==> config.mk <==
export PLATFORM = sky130hd
export DESIGN_NAME = can_multi_frame_reassembler_unit_flat
export DESIGN_NICKNAME = d
export VERILOG_FILES = /design/src/hw/rtl/can_mfr_pkg.sv /design/src/hw/rtl/can_mfr_if.sv /design/src/hw/rtl/can_multi_frame_reassembler_unit.sv /design/src/hw/rtl/can_mfr_queue.sv /design/src/hw/rtl/can_mfr_front.sv /design/src/hw/rtl/can_mfr_back.sv /design/src/flat_wrapper.sv
export SDC_FILE = /design/constraint.sdc
export NUM_CORES = 1
export LEC_CHECK = 0
export BUFFER_PORTS_ARGS = -buffer_cell sky130_fd_sc_hd__clkbuf_2
export CORE_MARGIN = 4
export CORE_UTILIZATION = 40
export CTS_BUF_LIST = sky130_fd_sc_hd__clkbuf_16
export DETAILED_ROUTE_END_ITERATION = 12
export PLACE_DENSITY = 0.67
export SYNTH_ARGS = -nofsm -noshare
export SYNTH_HDL_FRONTEND = slang
export SYNTH_SLANG_ARGS = --single-unit
==> constraint.sdc <==
create_clock -name clk -period 6.54 [get_ports clk]
set_clock_uncertainty 0.15 [all_clocks]
set_input_delay 1.308 -clock clk [delete_from_list [all_inputs] [get_ports clk]]
set_output_delay 1.308 -clock clk [all_outputs]
set_load 0.05 [all_outputs]
==> src/hw/rtl/can_mfr_pkg.sv <==
// ----------------------------------------------------------------------------
// can_mfr_pkg
// types and constants shared by the CAN multi-frame reassembler modules
// ----------------------------------------------------------------------------
package can_mfr_pkg;

  // frame geometry
  localparam logic [3:0]  FULL_LEN   = 4'd8;
  localparam int unsigned DIRECT_MAX = 6;

  // fill count of the payload store, never above 63 bytes
  localparam int unsigned FILL_W   = 6;
  localparam int unsigned FILL_MAX = (1 << FILL_W) - 1;

  // timeout register
  localparam int unsigned TMO_W         = 16;
  localparam logic [15:0] TIMEOUT_RESET = 16'd100;

  // command queue between front and back
  localparam int unsigned QUEUE_DEPTH = 2;
  localparam int unsigned QPTR_W      = 1;
  localparam int unsigned QCNT_W      = 2;

  // one message to emit: either the frame bytes carried along or the store
  typedef struct packed {
    logic                        from_store;
    logic [7:0]                  node_id;
    logic [7:0]                  command;
    logic [FILL_W-1:0]           count;
    logic [DIRECT_MAX-1:0][7:0]  bytes;
  } emit_cmd_t;

  // write port into the payload store
  typedef struct packed {
    logic              en;
    logic [FILL_W-1:0] addr;
    logic [7:0]        data;
  } store_wr_t;

endpackage

==> src/hw/rtl/can_mfr_if.sv <==
// ----------------------------------------------------------------------------
// can_mfr_if
// valid/ready channels for received frames and for message bytes
// ----------------------------------------------------------------------------
interface can_mfr_in_if;
  logic        valid;
  logic        ready;
  logic [7:0]  frame_node;
  logic [7:0]  frame_seq;
  logic [3:0]  frame_len;
  logic [7:0]  byte0;
  logic [7:0]  byte1;
  logic [7:0]  byte2;
  logic [7:0]  byte3;
  logic [7:0]  byte4;
  logic [7:0]  byte5;
  logic [7:0]  byte6;
  logic [7:0]  byte7;
  logic [31:0] now_ms;

  modport source (
    output valid, frame_node, frame_seq, frame_len,
    output byte0, byte1, byte2, byte3, byte4, byte5, byte6, byte7, now_ms,
    input  ready
  );

  modport sink (
    input  valid, frame_node, frame_seq, frame_len,
    input  byte0, byte1, byte2, byte3, byte4, byte5, byte6, byte7, now_ms,
    output ready
  );
endinterface

interface can_mfr_out_if;
  logic       valid;
  logic       ready;
  logic [7:0] node_id;
  logic [7:0] command;
  logic [7:0] payload_byte;
  logic       byte_valid;
  logic       last_byte;

  modport source (
    output valid, node_id, command, payload_byte, byte_valid, last_byte,
    input  ready
  );

  modport sink (
    input  valid, node_id, command, payload_byte, byte_valid, last_byte,
    output ready
  );
endinterface

==> src/hw/rtl/can_multi_frame_reassembler_unit.sv <==
// path: a single-frame message passes the front's frame registers, the queue and the
//   back's message register; a closing frame of an assembly first writes its bytes
//   to the store (one store write per byte), then adds a store read; the front takes
//   one frame at a time; message bytes leave at one per cycle while the sink is ready;
//   a stored message holds off new frames while the store is read out to its last byte
// reset: synchronous, active low; assembly cleared, timeout back to 100 ms
// ----------------------------------------------------------------------------
// can_multi_frame_reassembler_unit
// reassembles multi-frame CAN messages and emits them byte by byte
// ----------------------------------------------------------------------------
module can_multi_frame_reassembler_unit import can_mfr_pkg::*; #(
  parameter int unsigned BUFFER_BYTES = 64
) (
  input  logic             clk,
  input  logic             rst_n,
  can_mfr_in_if.sink       in_frame,
  can_mfr_out_if.source    out_msg,
  input  logic             cfg_we,
  input  logic [TMO_W-1:0] cfg_wdata
);

  store_wr_t store_wr;
  logic      push_valid;
  logic      push_ready;
  emit_cmd_t push_data;
  logic      pop_valid;
  logic      pop_ready;
  emit_cmd_t pop_data;
  logic      store_done;

  // frame classification and store fill
  can_mfr_front #(
    .BUFFER_BYTES (BUFFER_BYTES)
  ) u_front (
    .clk        (clk),
    .rst_n      (rst_n),
    .in_frame   (in_frame),
    .cfg_we     (cfg_we),
    .cfg_wdata  (cfg_wdata),
    .store_wr   (store_wr),
    .q_valid    (push_valid),
    .q_ready    (push_ready),
    .q_data     (push_data),
    .store_done (store_done)
  );

  // decoupling queue
  can_mfr_queue u_queue (
    .clk        (clk),
    .rst_n      (rst_n),
    .push_valid (push_valid),
    .push_ready (push_ready),
    .push_data  (push_data),
    .pop_valid  (pop_valid),
    .pop_ready  (pop_ready),
    .pop_data   (pop_data)
  );

  // store and byte emission
  can_mfr_back #(
    .BUFFER_BYTES (BUFFER_BYTES)
  ) u_back (
    .clk        (clk),
    .rst_n      (rst_n),
    .store_wr   (store_wr),
    .q_valid    (pop_valid),
    .q_ready    (pop_ready),
    .q_data     (pop_data),
    .out_msg    (out_msg),
    .store_done (store_done)
  );

endmodule

==> src/hw/rtl/can_mfr_queue.sv <==
// ----------------------------------------------------------------------------
// can_mfr_queue
// two-entry queue of emit commands between the front and back parts
// ----------------------------------------------------------------------------
module can_mfr_queue import can_mfr_pkg::*; (
  input  logic      clk,
  input  logic      rst_n,
  input  logic      push_valid,
  output logic      push_ready,
  input  emit_cmd_t push_data,
  output logic      pop_valid,
  input  logic      pop_ready,
  output emit_cmd_t pop_data
);

  emit_cmd_t         entry_r [QUEUE_DEPTH];
  logic [QPTR_W-1:0] wr_ptr_r;
  logic [QPTR_W-1:0] rd_ptr_r;
  logic [QCNT_W-1:0] count_r;
  logic [QCNT_W-1:0] count_nxt;
  logic              push_fire;
  logic              pop_fire;

  // handshake
  assign push_ready = (count_r != QCNT_W'(QUEUE_DEPTH));
  assign pop_valid  = (count_r != '0);
  assign pop_data   = entry_r[rd_ptr_r];
  assign push_fire  = push_valid && push_ready;
  assign pop_fire   = pop_valid && pop_ready;

  // occupancy
  always_comb begin
    case ({push_fire, pop_fire})
      2'b10:   count_nxt = count_r + QCNT_W'(1);
      2'b01:   count_nxt = count_r - QCNT_W'(1);
      default: count_nxt = count_r;
    endcase
  end

  // pointers, depth is a power of two so they wrap on their own
  always_ff @(posedge clk) begin
    if (!rst_n) begin
      wr_ptr_r <= '0;
      rd_ptr_r <= '0;
      count_r  <= '0;
    end else begin
      count_r <= count_nxt;
      if (push_fire) begin
        wr_ptr_r <= wr_ptr_r + QPTR_W'(1);
      end
      if (pop_fire) begin
        rd_ptr_r <= rd_ptr_r + QPTR_W'(1);
      end
    end
  end

  // entry storage
  always_ff @(posedge clk) begin
    if (push_fire) begin
      entry_r[wr_ptr_r] <= push_data;
    end
  end

endmodule

==> src/hw/rtl/can_mfr_front.sv <==
// ----------------------------------------------------------------------------
// can_mfr_front
// takes frames, tracks the open assembly, appends bytes to the store and
// queues messages for emission
// ----------------------------------------------------------------------------
module can_mfr_front import can_mfr_pkg::*; #(
  parameter int unsigned BUFFER_BYTES = 64
) (
  input  logic               clk,
  input  logic               rst_n,
  can_mfr_in_if.sink         in_frame,
  input  logic               cfg_we,
  input  logic [TMO_W-1:0]   cfg_wdata,
  output store_wr_t          store_wr,
  output logic               q_valid,
  input  logic               q_ready,
  output emit_cmd_t          q_data,
  input  logic               store_done
);

  // the store keeps one byte less than its size, and at most the fill limit
  localparam int unsigned STORE_CAP =
    ((BUFFER_BYTES - 1) < FILL_MAX) ? (BUFFER_BYTES - 1) : FILL_MAX;

  typedef enum logic [3:0] {
    F_IDLE   = 4'b0001,
    F_APPEND = 4'b0010,
    F_TMO    = 4'b0100,
    F_PUSH   = 4'b1000
  } front_state_t;

  front_state_t      state_r, state_nxt;
  logic [TMO_W-1:0]  timeout_r, timeout_nxt;
  logic              assembling_r, assembling_nxt;
  logic [7:0]        asm_node_r, asm_node_nxt;
  logic [7:0]        asm_cmd_r, asm_cmd_nxt;
  logic [7:0]        last_seq_r, last_seq_nxt;
  logic [FILL_W-1:0] fill_r, fill_nxt;
  logic [31:0]       start_time_r, start_time_nxt;
  logic [31:0]       last_check_r, last_check_nxt;
  logic              lock_r, lock_nxt;
  logic              emit_store_r, emit_store_nxt;
  logic [3:0]        idx_r, idx_nxt;
  logic [3:0]        len_r, len_nxt;
  logic [31:0]       now_r, now_nxt;
  logic [7:0]        frm_node_r, frm_node_nxt;
  logic [7:0][7:0]   data_r, data_nxt;

  logic              in_fire;
  logic [3:0]        len_eff;
  logic              seq_match;
  logic              clear_asm;
  logic [31:0]       since_check;
  logic [31:0]       age;

  // input handshake: one frame at a time, held off while the store is read out
  assign in_frame.ready = (state_r == F_IDLE) && !lock_r;
  assign in_fire        = in_frame.valid && in_frame.ready;

  // frame classification
  assign len_eff   = (in_frame.frame_len > FULL_LEN) ? FULL_LEN : in_frame.frame_len;
  assign seq_match = assembling_r && (asm_node_r == in_frame.frame_node) &&
                     (asm_cmd_r == in_frame.byte0) &&
                     (({1'b0, last_seq_r} + 9'd1) == {1'b0, in_frame.frame_seq});

  // timeout arithmetic, modulo 2^32
  assign since_check = now_r - last_check_r;
  assign age         = now_r - start_time_r;

  // next-state logic
  always_comb begin
    state_nxt      = state_r;
    timeout_nxt    = timeout_r;
    assembling_nxt = assembling_r;
    asm_node_nxt   = asm_node_r;
    asm_cmd_nxt    = asm_cmd_r;
    last_seq_nxt   = last_seq_r;
    fill_nxt       = fill_r;
    start_time_nxt = start_time_r;
    last_check_nxt = last_check_r;
    lock_nxt       = lock_r;
    emit_store_nxt = emit_store_r;
    idx_nxt        = idx_r;
    len_nxt        = len_r;
    now_nxt        = now_r;
    frm_node_nxt   = frm_node_r;
    data_nxt       = data_r;
    clear_asm      = 1'b0;
    store_wr       = '0;
    q_valid        = 1'b0;
    q_data         = '0;

    if (cfg_we) begin
      timeout_nxt = cfg_wdata;
    end
    if (store_done) begin
      lock_nxt = 1'b0;
    end

    unique case (state_r)
      F_IDLE: begin
        if (in_fire && (len_eff != 4'd0)) begin
          frm_node_nxt = in_frame.frame_node;
          data_nxt     = {in_frame.byte7, in_frame.byte6, in_frame.byte5,
                          in_frame.byte4, in_frame.byte3, in_frame.byte2,
                          in_frame.byte1, in_frame.byte0};
          len_nxt      = len_eff;
          now_nxt      = in_frame.now_ms;
          idx_nxt      = 4'd1;
          if (in_frame.frame_seq == 8'd0) begin
            // sequence zero always starts afresh
            if (len_eff != FULL_LEN) begin
              clear_asm      = 1'b1;
              emit_store_nxt = 1'b0;
              state_nxt      = F_PUSH;
            end else begin
              assembling_nxt = 1'b1;
              asm_node_nxt   = in_frame.frame_node;
              asm_cmd_nxt    = in_frame.byte0;
              last_seq_nxt   = 8'd0;
              fill_nxt       = '0;
              start_time_nxt = in_frame.now_ms;
              emit_store_nxt = 1'b0;
              state_nxt      = F_APPEND;
            end
          end else if (seq_match) begin
            last_seq_nxt   = in_frame.frame_seq;
            emit_store_nxt = (len_eff != FULL_LEN);
            state_nxt      = F_APPEND;
          end else begin
            clear_asm = 1'b1;
          end
        end
      end

      // one byte a cycle into the store, bytes past the cap are dropped
      F_APPEND: begin
        if (idx_r < len_r) begin
          if (fill_r < FILL_W'(STORE_CAP)) begin
            store_wr.en   = 1'b1;
            store_wr.addr = fill_r;
            store_wr.data = data_r[idx_r[2:0]];
            fill_nxt      = fill_r + FILL_W'(1);
          end
          idx_nxt = idx_r + 4'd1;
        end else begin
          state_nxt = emit_store_r ? F_PUSH : F_TMO;
        end
      end

      // stale assembly check after a frame that gives no message
      F_TMO: begin
        if (assembling_r && (since_check >= {16'd0, timeout_r})) begin
          if (age > {16'd0, timeout_r}) begin
            clear_asm = 1'b1;
          end
          last_check_nxt = now_r;
        end
        state_nxt = F_IDLE;
      end

      // hand a message to the back part
      F_PUSH: begin
        q_valid = 1'b1;
        if (emit_store_r) begin
          q_data.from_store = 1'b1;
          q_data.node_id    = asm_node_r;
          q_data.command    = asm_cmd_r;
          q_data.count      = fill_r;
        end else begin
          q_data.from_store = 1'b0;
          q_data.node_id    = frm_node_r;
          q_data.command    = data_r[0];
          q_data.count      = FILL_W'(len_r - 4'd1);
          q_data.bytes      = data_r[6:1];
        end
        if (q_ready) begin
          if (emit_store_r) begin
            clear_asm = 1'b1;
            lock_nxt  = 1'b1;
          end
          state_nxt = F_IDLE;
        end
      end

      default: begin
        state_nxt = F_IDLE;
      end
    endcase

    if (clear_asm) begin
      assembling_nxt = 1'b0;
      asm_node_nxt   = '0;
      asm_cmd_nxt    = '0;
      last_seq_nxt   = '0;
      fill_nxt       = '0;
      start_time_nxt = '0;
    end
  end

  // control and assembly state
  always_ff @(posedge clk) begin
    if (!rst_n) begin
      state_r      <= F_IDLE;
      timeout_r    <= TIMEOUT_RESET;
      assembling_r <= 1'b0;
      asm_node_r   <= '0;
      asm_cmd_r    <= '0;
      last_seq_r   <= '0;
      fill_r       <= '0;
      start_time_r <= '0;
      last_check_r <= '0;
      lock_r       <= 1'b0;
      emit_store_r <= 1'b0;
      idx_r        <= '0;
      len_r        <= '0;
    end else begin
      state_r      <= state_nxt;
      timeout_r    <= timeout_nxt;
      assembling_r <= assembling_nxt;
      asm_node_r   <= asm_node_nxt;
      asm_cmd_r    <= asm_cmd_nxt;
      last_seq_r   <= last_seq_nxt;
      fill_r       <= fill_nxt;
      start_time_r <= start_time_nxt;
      last_check_r <= last_check_nxt;
      lock_r       <= lock_nxt;
      emit_store_r <= emit_store_nxt;
      idx_r        <= idx_nxt;
      len_r        <= len_nxt;
    end
  end

  // captured frame payload
  always_ff @(posedge clk) begin
    now_r      <= now_nxt;
    frm_node_r <= frm_node_nxt;
    data_r     <= data_nxt;
  end

endmodule

==> src/hw/rtl/can_mfr_back.sv <==
// ----------------------------------------------------------------------------
// can_mfr_back
// holds the payload store and emits queued messages one byte per transfer
// ----------------------------------------------------------------------------
module can_mfr_back import can_mfr_pkg::*; #(
  parameter int unsigned BUFFER_BYTES = 64
) (
  input  logic          clk,
  input  logic          rst_n,
  input  store_wr_t     store_wr,
  input  logic          q_valid,
  output logic          q_ready,
  input  emit_cmd_t     q_data,
  can_mfr_out_if.source out_msg,
  output logic          store_done
);

  localparam int unsigned ADDR_W = $clog2(BUFFER_BYTES);

  typedef enum logic [2:0] {
    B_IDLE = 3'b001,
    B_LOAD = 3'b010,
    B_SHOW = 3'b100
  } back_state_t;

  logic [7:0]        store_mem [BUFFER_BYTES];
  back_state_t       state_r, state_nxt;
  emit_cmd_t         cur_r, cur_nxt;
  logic [FILL_W-1:0] idx_r, idx_nxt;
  logic [7:0]        rd_data_r;
  logic              rd_en;
  logic [FILL_W-1:0] rd_addr;
  logic              is_last;
  logic              has_bytes;
  logic              out_fire;

  assign has_bytes = (cur_r.count != '0);
  assign is_last   = !has_bytes || (idx_r == (cur_r.count - FILL_W'(1)));
  assign out_fire  = out_msg.valid && out_msg.ready;

  // result fields
  assign out_msg.valid      = (state_r == B_SHOW);
  assign out_msg.node_id    = cur_r.node_id;
  assign out_msg.command    = cur_r.command;
  assign out_msg.byte_valid = has_bytes;
  assign out_msg.last_byte  = is_last;
  assign out_msg.payload_byte = !has_bytes       ? 8'd0 :
                                cur_r.from_store ? rd_data_r :
                                cur_r.bytes[idx_r[2:0]];

  // emission sequencer, store reads run one address ahead of the transfer
  always_comb begin
    state_nxt  = state_r;
    cur_nxt    = cur_r;
    idx_nxt    = idx_r;
    rd_en      = 1'b0;
    rd_addr    = idx_r;
    q_ready    = 1'b0;
    store_done = 1'b0;

    unique case (state_r)
      B_IDLE: begin
        q_ready = 1'b1;
        if (q_valid) begin
          cur_nxt   = q_data;
          idx_nxt   = '0;
          state_nxt = (q_data.from_store && (q_data.count != '0)) ? B_LOAD : B_SHOW;
        end
      end

      B_LOAD: begin
        rd_en     = 1'b1;
        state_nxt = B_SHOW;
      end

      B_SHOW: begin
        if (out_fire) begin
          if (is_last) begin
            store_done = cur_r.from_store;
            state_nxt  = B_IDLE;
          end else begin
            idx_nxt = idx_r + FILL_W'(1);
            rd_en   = cur_r.from_store;
            rd_addr = idx_r + FILL_W'(1);
          end
        end
      end

      default: begin
        state_nxt = B_IDLE;
      end
    endcase
  end

  always_ff @(posedge clk) begin
    if (!rst_n) begin
      state_r <= B_IDLE;
    end else begin
      state_r <= state_nxt;
    end
  end

  // current message
  always_ff @(posedge clk) begin
    cur_r <= cur_nxt;
    idx_r <= idx_nxt;
  end

  // payload store, one write and one registered read port
  always_ff @(posedge clk) begin
    if (store_wr.en) begin
      store_mem[ADDR_W'(store_wr.addr)] <= store_wr.data;
    end
    if (rd_en) begin
      rd_data_r <= store_mem[ADDR_W'(rd_addr)];
    end
  end

endmodule

==> src/flat_wrapper.sv <==
// flat-port wrapper written by rule: the top's interface ports become plain ports
module can_multi_frame_reassembler_unit_flat import can_mfr_pkg::*;
#(
  parameter int unsigned BUFFER_BYTES = 64
)
  (clk, rst_n, cfg_we, cfg_wdata, in_frame_valid, in_frame_frame_node, in_frame_frame_seq, in_frame_frame_len, in_frame_byte0, in_frame_byte1, in_frame_byte2, in_frame_byte3, in_frame_byte4, in_frame_byte5, in_frame_byte6, in_frame_byte7, in_frame_now_ms, in_frame_ready, out_msg_valid, out_msg_node_id, out_msg_command, out_msg_payload_byte, out_msg_byte_valid, out_msg_last_byte, out_msg_ready);
  can_mfr_in_if in_frame_i ();
  can_mfr_out_if out_msg_i ();
  input  logic clk;
  input  logic rst_n;
  input  logic cfg_we;
  input  logic [TMO_W-1:0] cfg_wdata;
  input wire logic [$bits(in_frame_i.valid)-1:0] in_frame_valid;
  input wire logic [$bits(in_frame_i.frame_node)-1:0] in_frame_frame_node;
  input wire logic [$bits(in_frame_i.frame_seq)-1:0] in_frame_frame_seq;
  input wire logic [$bits(in_frame_i.frame_len)-1:0] in_frame_frame_len;
  input wire logic [$bits(in_frame_i.byte0)-1:0] in_frame_byte0;
  input wire logic [$bits(in_frame_i.byte1)-1:0] in_frame_byte1;
  input wire logic [$bits(in_frame_i.byte2)-1:0] in_frame_byte2;
  input wire logic [$bits(in_frame_i.byte3)-1:0] in_frame_byte3;
  input wire logic [$bits(in_frame_i.byte4)-1:0] in_frame_byte4;
  input wire logic [$bits(in_frame_i.byte5)-1:0] in_frame_byte5;
  input wire logic [$bits(in_frame_i.byte6)-1:0] in_frame_byte6;
  input wire logic [$bits(in_frame_i.byte7)-1:0] in_frame_byte7;
  input wire logic [$bits(in_frame_i.now_ms)-1:0] in_frame_now_ms;
  output wire logic [$bits(in_frame_i.ready)-1:0] in_frame_ready;
  output wire logic [$bits(out_msg_i.valid)-1:0] out_msg_valid;
  output wire logic [$bits(out_msg_i.node_id)-1:0] out_msg_node_id;
  output wire logic [$bits(out_msg_i.command)-1:0] out_msg_command;
  output wire logic [$bits(out_msg_i.payload_byte)-1:0] out_msg_payload_byte;
  output wire logic [$bits(out_msg_i.byte_valid)-1:0] out_msg_byte_valid;
  output wire logic [$bits(out_msg_i.last_byte)-1:0] out_msg_last_byte;
  input wire logic [$bits(out_msg_i.ready)-1:0] out_msg_ready;
  assign in_frame_i.valid = in_frame_valid;
  assign in_frame_i.frame_node = in_frame_frame_node;
  assign in_frame_i.frame_seq = in_frame_frame_seq;
  assign in_frame_i.frame_len = in_frame_frame_len;
  assign in_frame_i.byte0 = in_frame_byte0;
  assign in_frame_i.byte1 = in_frame_byte1;
  assign in_frame_i.byte2 = in_frame_byte2;
  assign in_frame_i.byte3 = in_frame_byte3;
  assign in_frame_i.byte4 = in_frame_byte4;
  assign in_frame_i.byte5 = in_frame_byte5;
  assign in_frame_i.byte6 = in_frame_byte6;
  assign in_frame_i.byte7 = in_frame_byte7;
  assign in_frame_i.now_ms = in_frame_now_ms;
  assign in_frame_ready = in_frame_i.ready;
  assign out_msg_valid = out_msg_i.valid;
  assign out_msg_node_id = out_msg_i.node_id;
  assign out_msg_command = out_msg_i.command;
  assign out_msg_payload_byte = out_msg_i.payload_byte;
  assign out_msg_byte_valid = out_msg_i.byte_valid;
  assign out_msg_last_byte = out_msg_i.last_byte;
  assign out_msg_i.ready = out_msg_ready;
  can_multi_frame_reassembler_unit #(.BUFFER_BYTES(BUFFER_BYTES)) u_core (.clk(clk), .rst_n(rst_n), .in_frame(in_frame_i), .out_msg(out_msg_i), .cfg_we(cfg_we), .cfg_wdata(cfg_wdata));
endmodule
==> Word level (Yosys, flattened, before mapping) <==
Memories as Yosys holds them, arrays and structs flattened. A register that Yosys moved wholly into a read port is not among the register bits.
Index checks and enable logic that the tools add are counted.
{ "word_totals": {"ramBits": 654, "ff_bits": 313, "mem_count": 2} }
{ "classes": {"n_eq_ne": 27, "muxes": 73, "n_bitwise": 2, "reduce_logical": 35, "n_addsub": 12, "magnitude_cmp": 7} }
{ "memory_table": {"columns": ["memory", "words", "width", "read_ports", "rd_ports_with_merged_regs", "write_ports", "line", "rtl"], "rows": [
  ["u_core.u_back.store_mem", 64, 8, 1, 1, 1, "can_mfr_back.sv:26", "logic [7:0] store_mem [BUFFER_BYTES];"],
  ["u_core.u_queue.entry_r", 2, 71, 1, 1, 1, "can_mfr_queue.sv:16", "emit_cmd_t entry_r [QUEUE_DEPTH];"]
]} }
{ "ops": {"columns": ["operator", "n"], "rows": [
  ["71-bit 2-to-1 mux", 1],
  ["32-bit subtractor", 2],
  ["8-bit 2-to-1 mux", 7],
  ["6-bit 2-to-1 mux", 9],
  ["8-bit binary-select mux with 3-bit select", 2],
  ["48-bit 2-to-1 mux", 1],
  ["15-bit 2-to-1 mux", 3],
  ["4-bit 2-to-1 mux", 10],
  ["32-bit by 16-bit >= comparator with 1-bit output", 1],
  ["32-bit by 16-bit > comparator with 1-bit output", 1],
  ["1-bit 2-to-1 mux", 27],
  ["6-bit one-hot mux with 2 select lines", 2],
  ["23-bit 2-to-1 mux", 1],
  ["8-bit equality test", 2],
  ["2-bit != test (second input constant)", 8],
  ["6-bit by 1-bit adder with 6-bit output (second input constant)", 2],
  ["3-bit 2-to-1 mux", 4],
  ["4-bit one-hot mux with 3 select lines", 1],
  ["4-bit AND reduction", 3],
  ["6-bit nonzero test", 2],
  ["1-bit logical AND", 11],
  ["2-bit nonzero test", 5],
  ["8-bit by 1-bit adder with 9-bit output (second input constant)", 1],
  ["9-bit by 8-bit equality test with 1-bit output", 1],
  ["other kinds (37)", 49]
]} }

==> Depth between registers and ports, before layout <==
{ "logic_depth": {"ltp_word": 10, "depth_mapped": 23} }

==> Modules after synthesis <==
Synthesis repeated with hierarchy kept, for this count alone.
{ "unflattened": {"hier_cells": 3708, "hier_area_um2": 45588.7} }
{ "by_module_without_submodules": {"columns": ["mod", "seq_area_each_um2", "cells_each", "n_inst", "area_each_um2"], "rows": [
  ["can_mfr_back", 17987.3, 1906, 1, 25464.4],
  ["can_mfr_front", 5625.4, 1557, 1, 14785.4],
  ["can_mfr_queue", 4364.2, 245, 1, 5338.9]
]} }

==> Least setup slack after synthesis <==
Ideal clock, no wire load.
{ "synth_timing": {"kind": "register to register", "startpoint": "register u_core.u_back.state_r[2]", "endpoint": "register u_core.u_queue.count_r[1]", "required_ps": 6314, "synth_period_minus_slack_ps": 5290, "stages_incl_launch_ff": 6, "slack_ps": 1250, "arrival_ps": 5064, "path_buffers": 0, "cell_sequence": "dfxtp_1 > or3b_2 > nor2_1 > ha_1 > or3_1 > a21boi_0"} }
{ "synth_via": {"elab_chain_cells": 5, "word_cells_on_any_way": 7, "cone_classes": "eq/ne: 3; mux: 2; reduce/logical: 2"} }
{ "synth_rtl": {"columns": ["element", "line", "rtl"], "rows": [
  ["from (decl)", "can_mfr_back.sv:27", "back_state_t state_r, state_nxt;"],
  ["from (signal assigned)", "can_mfr_back.sv:99", "state_r <= state_nxt;"],
  ["3-bit by 1-bit equality test with 1-bit output (*)", "can_mfr_back.sv:61", "unique case (state_r)"],
  ["1-bit 2-to-1 mux (*)", "can_mfr_back.sv:61", null],
  ["1-bit logical AND (*)", "can_mfr_queue.sv:29", "assign pop_fire = pop_valid && pop_ready;"],
  ["net u_core.u_queue.pop_fire", "can_mfr_queue.sv:22", "logic pop_fire;"],
  ["2-bit by 1-bit equality test with 1-bit output or 2-bit equality test (tied branches)", "can_mfr_queue.sv:33", "case ({push_fire, pop_fire})"],
  ["2-bit one-hot mux with 2 select lines or 2-bit nonzero test (tied branches)", null, null],
  ["to (signal assigned)", "can_mfr_queue.sv:47", "count_r <= count_nxt;"],
  ["to (decl)", "can_mfr_queue.sv:19", "logic [QCNT_W-1:0] count_r;"]
]} }
The timed path passes the listed nets; every way through them passes the cells marked *.
A chain may end at the register's enable or synchronous reset.

==> Final worst setup path <==
{ "layout_timing": {"startpoint": "register u_core.u_front.now_r[0]", "endpoint": "register u_core.u_front.fill_r[5]"} }
{ "layout_via": {"elab_chain_cells": 6, "word_cells_on_any_way": 9, "cone_classes": "add/sub: 2; order compare: 2; mux: 3; reduce/logical: 2"} }
{ "layout_rtl": {"columns": ["element", "line", "rtl"], "rows": [
  ["from (decl)", "can_mfr_front.sv:45", "logic [31:0] now_r, now_nxt;"],
  ["from (signal assigned)", "can_mfr_front.sv:236", "now_r <= now_nxt;"],
  ["32-bit subtractor, on equally long branches", "can_mfr_front.sv:68, can_mfr_front.sv:67", null],
  ["32-bit by 16-bit > comparator with 1-bit output or 32-bit by 16-bit >= comparator with 1-bit output (tied branches)", "can_mfr_front.sv:154, can_mfr_front.sv:153", null],
  ["1-bit 2-to-1 mux or 1-bit logical AND (tied branches)", "can_mfr_front.sv:154, can_mfr_front.sv:153", null],
  ["1-bit 2-to-1 mux (*)", "can_mfr_front.sv:153", "if (assembling_r && (since_check >= {16'd0, timeout_r})) begin"],
  ["1-bit one-hot mux with 3 select lines (*)", "can_mfr_front.sv:100", "unique case (state_r)"],
  ["2-bit OR reduction (no source line) (*)", null, null],
  ["to (signal assigned)", "can_mfr_front.sv:224", "fill_r <= fill_nxt;"],
  ["to (decl)", "can_mfr_front.sv:38", "logic [FILL_W-1:0] fill_r, fill_nxt;"]
]} }
Mark *: on every way between the ends. The rest lies on a longest branch, timed or not.

==> run summary <==
During I/O placement, the number of pins put on the boundary was 165. The count of cells in the finished layout, fillers not included, comes to 4937. The tools report the final worst setup slack as 1.04 ns. VDD sags by at most 233 uV. Across the run, the number of max-cap violations was 0. Sorting the synthesized cells by area gives the leading types as sky130_fd_sc_hd__edfxtp_1 59%, sky130_fd_sc_hd__dfxtp_1 6.2%, sky130_fd_sc_hd__mux2i_1 5.1%, sky130_fd_sc_hd__nand2_1 4.5%, sky130_fd_sc_hd__ha_1 3.0%. After clock tree synthesis, the flow added hold-fix buffers numbering 0. The logs give 0 for the post-route DRC violation count and 6.97 ns for the data required time of the critical path.

Global routing used 18.5% of the available tracks. Port buffering added 164 buffers. The tools report the number of hold violations in the final report as 0.

The depth of the worst register-to-register path was 23; the initial antenna violation count was 5. Summed over all instances, the cell type with the most area after synthesis is sky130_fd_sc_hd__edfxtp_1. Yosys instantiated no cell more often than sky130_fd_sc_hd__edfxtp_1.

In this run, the number of DRC markers left after iteration 0 of detailed routing was 2478. The tools report the final estimated routing congestion in global placement as 0.851. The first global-routing pass estimated 161000 microns of wire.

For the via count of the first global-routing pass, the log shows 26800. The number of nets with antenna violations after routing is 0, and the static power due to leakage is 15.6 nW. The biggest cell delay along the critical path was 0.53 ns.

The setup TNS after final layout was 0 ns. The number of nets in the synthesized netlist is 3559. The terminus of the critical flop-to-flop path was u_core.u_front.fill_r[5]$_SDFFE_PP0P_.

The number of placed instances, taps included, is 4749. The filler cells instantiated in the layout total 9575. The most critical setup path has its endpoint at u_core.u_front.fill_r[5]$_SDFFE_PP0P_.

TritonCTS built the clock tree. The clock tree synthesis step divided the H-tree into 3 levels. The share of the core filled with cells in the final layout was 45.4%; the number of vias per cell was 5.51.

After layout, the design draws a total of 13.2 mW. The count of flip-flops with a built-in enable after synthesis is 843, and the slew of the pin with the lowest slew margin is 1.18 ns. STA puts the critical path data arrival time at 5.92 ns. In the finished design, the share of the clock period the worst path needs comes to 84.0%. The clock reaches the later pin of the worst-skew pair after 0.67 ns. Post-CTS timing repair inserted 0 buffers for setup.

Measured along the x axis, the die boundary spans 336 microns. By count the netlist is led by 843 x sky130_fd_sc_hd__edfxtp_1, 513 x sky130_fd_sc_hd__nand2_1, 221 x sky130_fd_sc_hd__mux2i_1. The worst min-delay path category was register to register. Setup repair after global routing left no endpoint under its margin. Of the cells placed in the final design, the portion with a size suffix greater than 1 is 13.5%. The worst setup path is launched from a register. The total power per unit cell area works out to 272 nW/um^2. The run gives 0 as the total global routing overflow. In this run the standard cell core region covers 107000 sq um. The path length in cells of the critical path is 23. The routed wire length came out at 106000 microns.

The critical path is of the register to register type. The signal on the critical path passes through inv_1 -> ha_1 -> inv_1 -> fa_1 -> a211oi_1 -> o211ai_1 -> a21o_1 -> a21o_1 -> a21oi_1 -> xnor2_1 -> ha_1 -> a21o_1 -> a21oi_1 -> nor2b_1 -> a211oi_1 -> o21ai_0 -> a21oi_1 -> nand4_1 -> or4_1 -> o32ai_2 -> a21oi_4 -> buf_4 -> nor3_1. Counting every sink on the clock net gives 976.

The floorplan step defined a die boundary enclosing 113000 sq um. For this run, the top clock speed supported by timing is 0.182 GHz. Clock tree synthesis selected as its root buffer the cell sky130_fd_sc_hd__clkbuf_16.

Headroom to the max-slew limit came out at 20.3%. The share of synthesized flip-flops with an asynchronous set or reset is 0%, and the share of the yosys chip area belonging to registers is 65.0%. Entering global routing, the biggest net connects 132 pins. The worst setup path is captured at a register. The run finished with clean final reports. The clock transition time at the flip-flop clock pins of the worst setup and hold paths came out at 0.06 ns.

Along the worst path, the maximum fanout reaches 32. The worst register-to-register path begins at u_core.u_front.now_r[0]$_DFFE_PP_. Clock tree synthesis inserted a total of 99 buffers. The via count of the routed design was 27200.

Number of resized instances in the post-cts repair step: 0. The master of the slowest instance on the critical path is sky130_fd_sc_hd__or4_1. The tools report the number of distinct library cells after synthesis as 73. The final setup violation count came out at 0. The area of all placed cells without fillers is 48500 sq um, and the worst hold slack across all endpoints is 0.299 ns. The initial utilization of the core area, before any placement, comes to 40.3%.

The estimated wirelength of the detail-placed design came out at 70000 microns. The mapped netlist covers 43100 sq um. The placed instances occupy a cell area of 45400 sq um. The number of slew-limit violations in the final report is 0, and the synthesized area divided by synthesized cell count is 13.0 sq um. After the last flow step, the layout net total stands at 3690. Counting along the longest clock path gives a buffer depth of 3. The tools report the worst setup slack after placement as 1.06 ns.

From synthesis to final layout, the design area changed by 12.7%. In the synthesized netlist, the number of instances is 3316. For this run, the number of Yosys warnings is 0. The number of buffers and inverters on the critical path is 3. The clock period could shrink to 5.50 ns. The largest delay contributor family on the critical path was compound AO/OA/AOI/OAI gates. The floorplan has 120 rows. For this run, the leading register cell type out of synthesis is sky130_fd_sc_hd__edfxtp_1. In this run the worst setup path begins at u_core.u_front.now_r[0]$_DFFE_PP_.

The floorplan step set the die height to 336 microns. Summed over its instances, the top area cell type makes up 58.8% of the synthesized netlist area. After detailed routing, the average wire length per cell comes to 21.5 microns.

Before antenna repair, the detailed router went through 5 iterations. In this run the register-to-register setup slack is 1.04 ns. Counting flops and latches in the post-synthesis netlist gives 976.
-- where the power goes --
group | switching, mW | internal [mW] | leakage (nW)
sequential | 0.0532 | 6.75 | 7.25
combinational | 0.605 | 0.359 | 6.71
clock | 2.38 | 3.06 | 1.61
total | 3.04 | 10.2 | 15.6
-- metal layers --
layer	global-route usage (%)	wire length, microns	part of all wire, %
met1	25.1	45000	42
met2	30.5	50800	48
met3	2.82	7000	6.6
met4	6.23	3210	3.0
met5	0	0	0
-- tightest hold or removal path, stage by stage, from the launching register on --
cell and delay (ns):
sky130_fd_sc_hd__dfxtp_1 0.30, sky130_fd_sc_hd__nand2_1 0.05, sky130_fd_sc_hd__a21oi_1 0.05
-- final cells by class --
cell class / instances / area (sq um) / share of cell area, %
diodes: 4 / 10.0 / 0.0206
clock buffers: 100 / 2500 / 5.16
clock inverters: 84 / 631 / 1.30
inverters: 113 / 427 / 0.879
multi-input cells: 2050 / 14000 / 28.8
flip-flops and latches: 976 / 28000 / 57.7
well taps: 1403 / 1760 / 3.62
repair buffers: 207 / 1220 / 2.52
-- kinds of logic after synthesis --
group	synth area share, %
buf+inv	2.90
mux	8.25
flops	65.0
xor+xnor	2.03
simple gates	11.1
compound gates	7.63
fa+ha+maj	3.12
-- how the worst min path moves through the flow --
stage | slack (ns) | start | end | cells past startpoint
floorplan | 0.28 | u_core.u_front.start_time_r[10]$_SDFFE_PP0P_ | u_core.u_front.start_time_r[10]$_SDFFE_PP0P_ | 2
global placement | 0.29 | u_core.u_front.start_time_r[3]$_SDFFE_PP0P_ | u_core.u_front.start_time_r[3]$_SDFFE_PP0P_ | 2
detailed placement | 0.30 | u_core.u_front.start_time_r[22]$_SDFFE_PP0P_ | u_core.u_front.start_time_r[22]$_SDFFE_PP0P_ | 2
CTS | 0.30 | u_core.u_front.start_time_r[25]$_SDFFE_PP0P_ | u_core.u_front.start_time_r[25]$_SDFFE_PP0P_ | 2
global route | 0.32 | u_core.u_front.start_time_r[27]$_SDFFE_PP0P_ | u_core.u_front.start_time_r[27]$_SDFFE_PP0P_ | 2
finish | 0.30 | u_core.u_front.start_time_r[14]$_SDFFE_PP0P_ | u_core.u_front.start_time_r[14]$_SDFFE_PP0P_ | 2
-- flip-flops by register name, summed over array words and instances (netlist names), 2 cells and up, named ones only --
register	cells
u_core.u_back.cur_r	55
u_core.u_back.idx_r	6
u_core.u_back.out_msg.command	8
u_core.u_back.out_msg.node_id	8
u_core.u_back.rd_data_r	8
u_core.u_back.state_r	3
u_core.u_back.store_mem	512
u_core.u_front.asm_cmd_r	8
u_core.u_front.asm_node_r	8
u_core.u_front.data_r	64
u_core.u_front.fill_r	6
u_core.u_front.frm_node_r	8
u_core.u_front.idx_r	4
u_core.u_front.last_check_r	32
u_core.u_front.last_seq_r	8
u_core.u_front.len_r	4
u_core.u_front.now_r	32
u_core.u_front.start_time_r	32
u_core.u_front.state_r	4
u_core.u_front.timeout_r	16
u_core.u_queue.count_r	2
u_core.u_queue.entry_r	142
-- cell usage in the layout (no fill, tap or decap), types with 35 or more instances in the layout --
cell type	Yosys	layout
sky130_fd_sc_hd__nor2_1	176	165
sky130_fd_sc_hd__nand4_1	41	41
sky130_fd_sc_hd__nand3_1	93	92
sky130_fd_sc_hd__a31oi_1	35	35
sky130_fd_sc_hd__clkbuf_16	0	100
sky130_fd_sc_hd__a21oi_1	132	132
sky130_fd_sc_hd__ha_1	104	104
sky130_fd_sc_hd__dfxtp_1	133	132
sky130_fd_sc_hd__xnor2_1	61	61
sky130_fd_sc_hd__inv_1	112	135
sky130_fd_sc_hd__nand2_1	513	513
sky130_fd_sc_hd__clkbuf_2	0	163
sky130_fd_sc_hd__edfxtp_1	843	843
sky130_fd_sc_hd__mux2_2	71	71
sky130_fd_sc_hd__buf_4	30	38
sky130_fd_sc_hd__a32oi_1	45	45
sky130_fd_sc_hd__mux2i_1	221	221
sky130_fd_sc_hd__nor2b_1	40	38
sky130_fd_sc_hd__nor3_1	44	44
sky130_fd_sc_hd__and3_1	67	67
sky130_fd_sc_hd__o21ai_0	61	61
sky130_fd_sc_hd__xor2_1	39	39
Power figures use the tool's default switching activity.
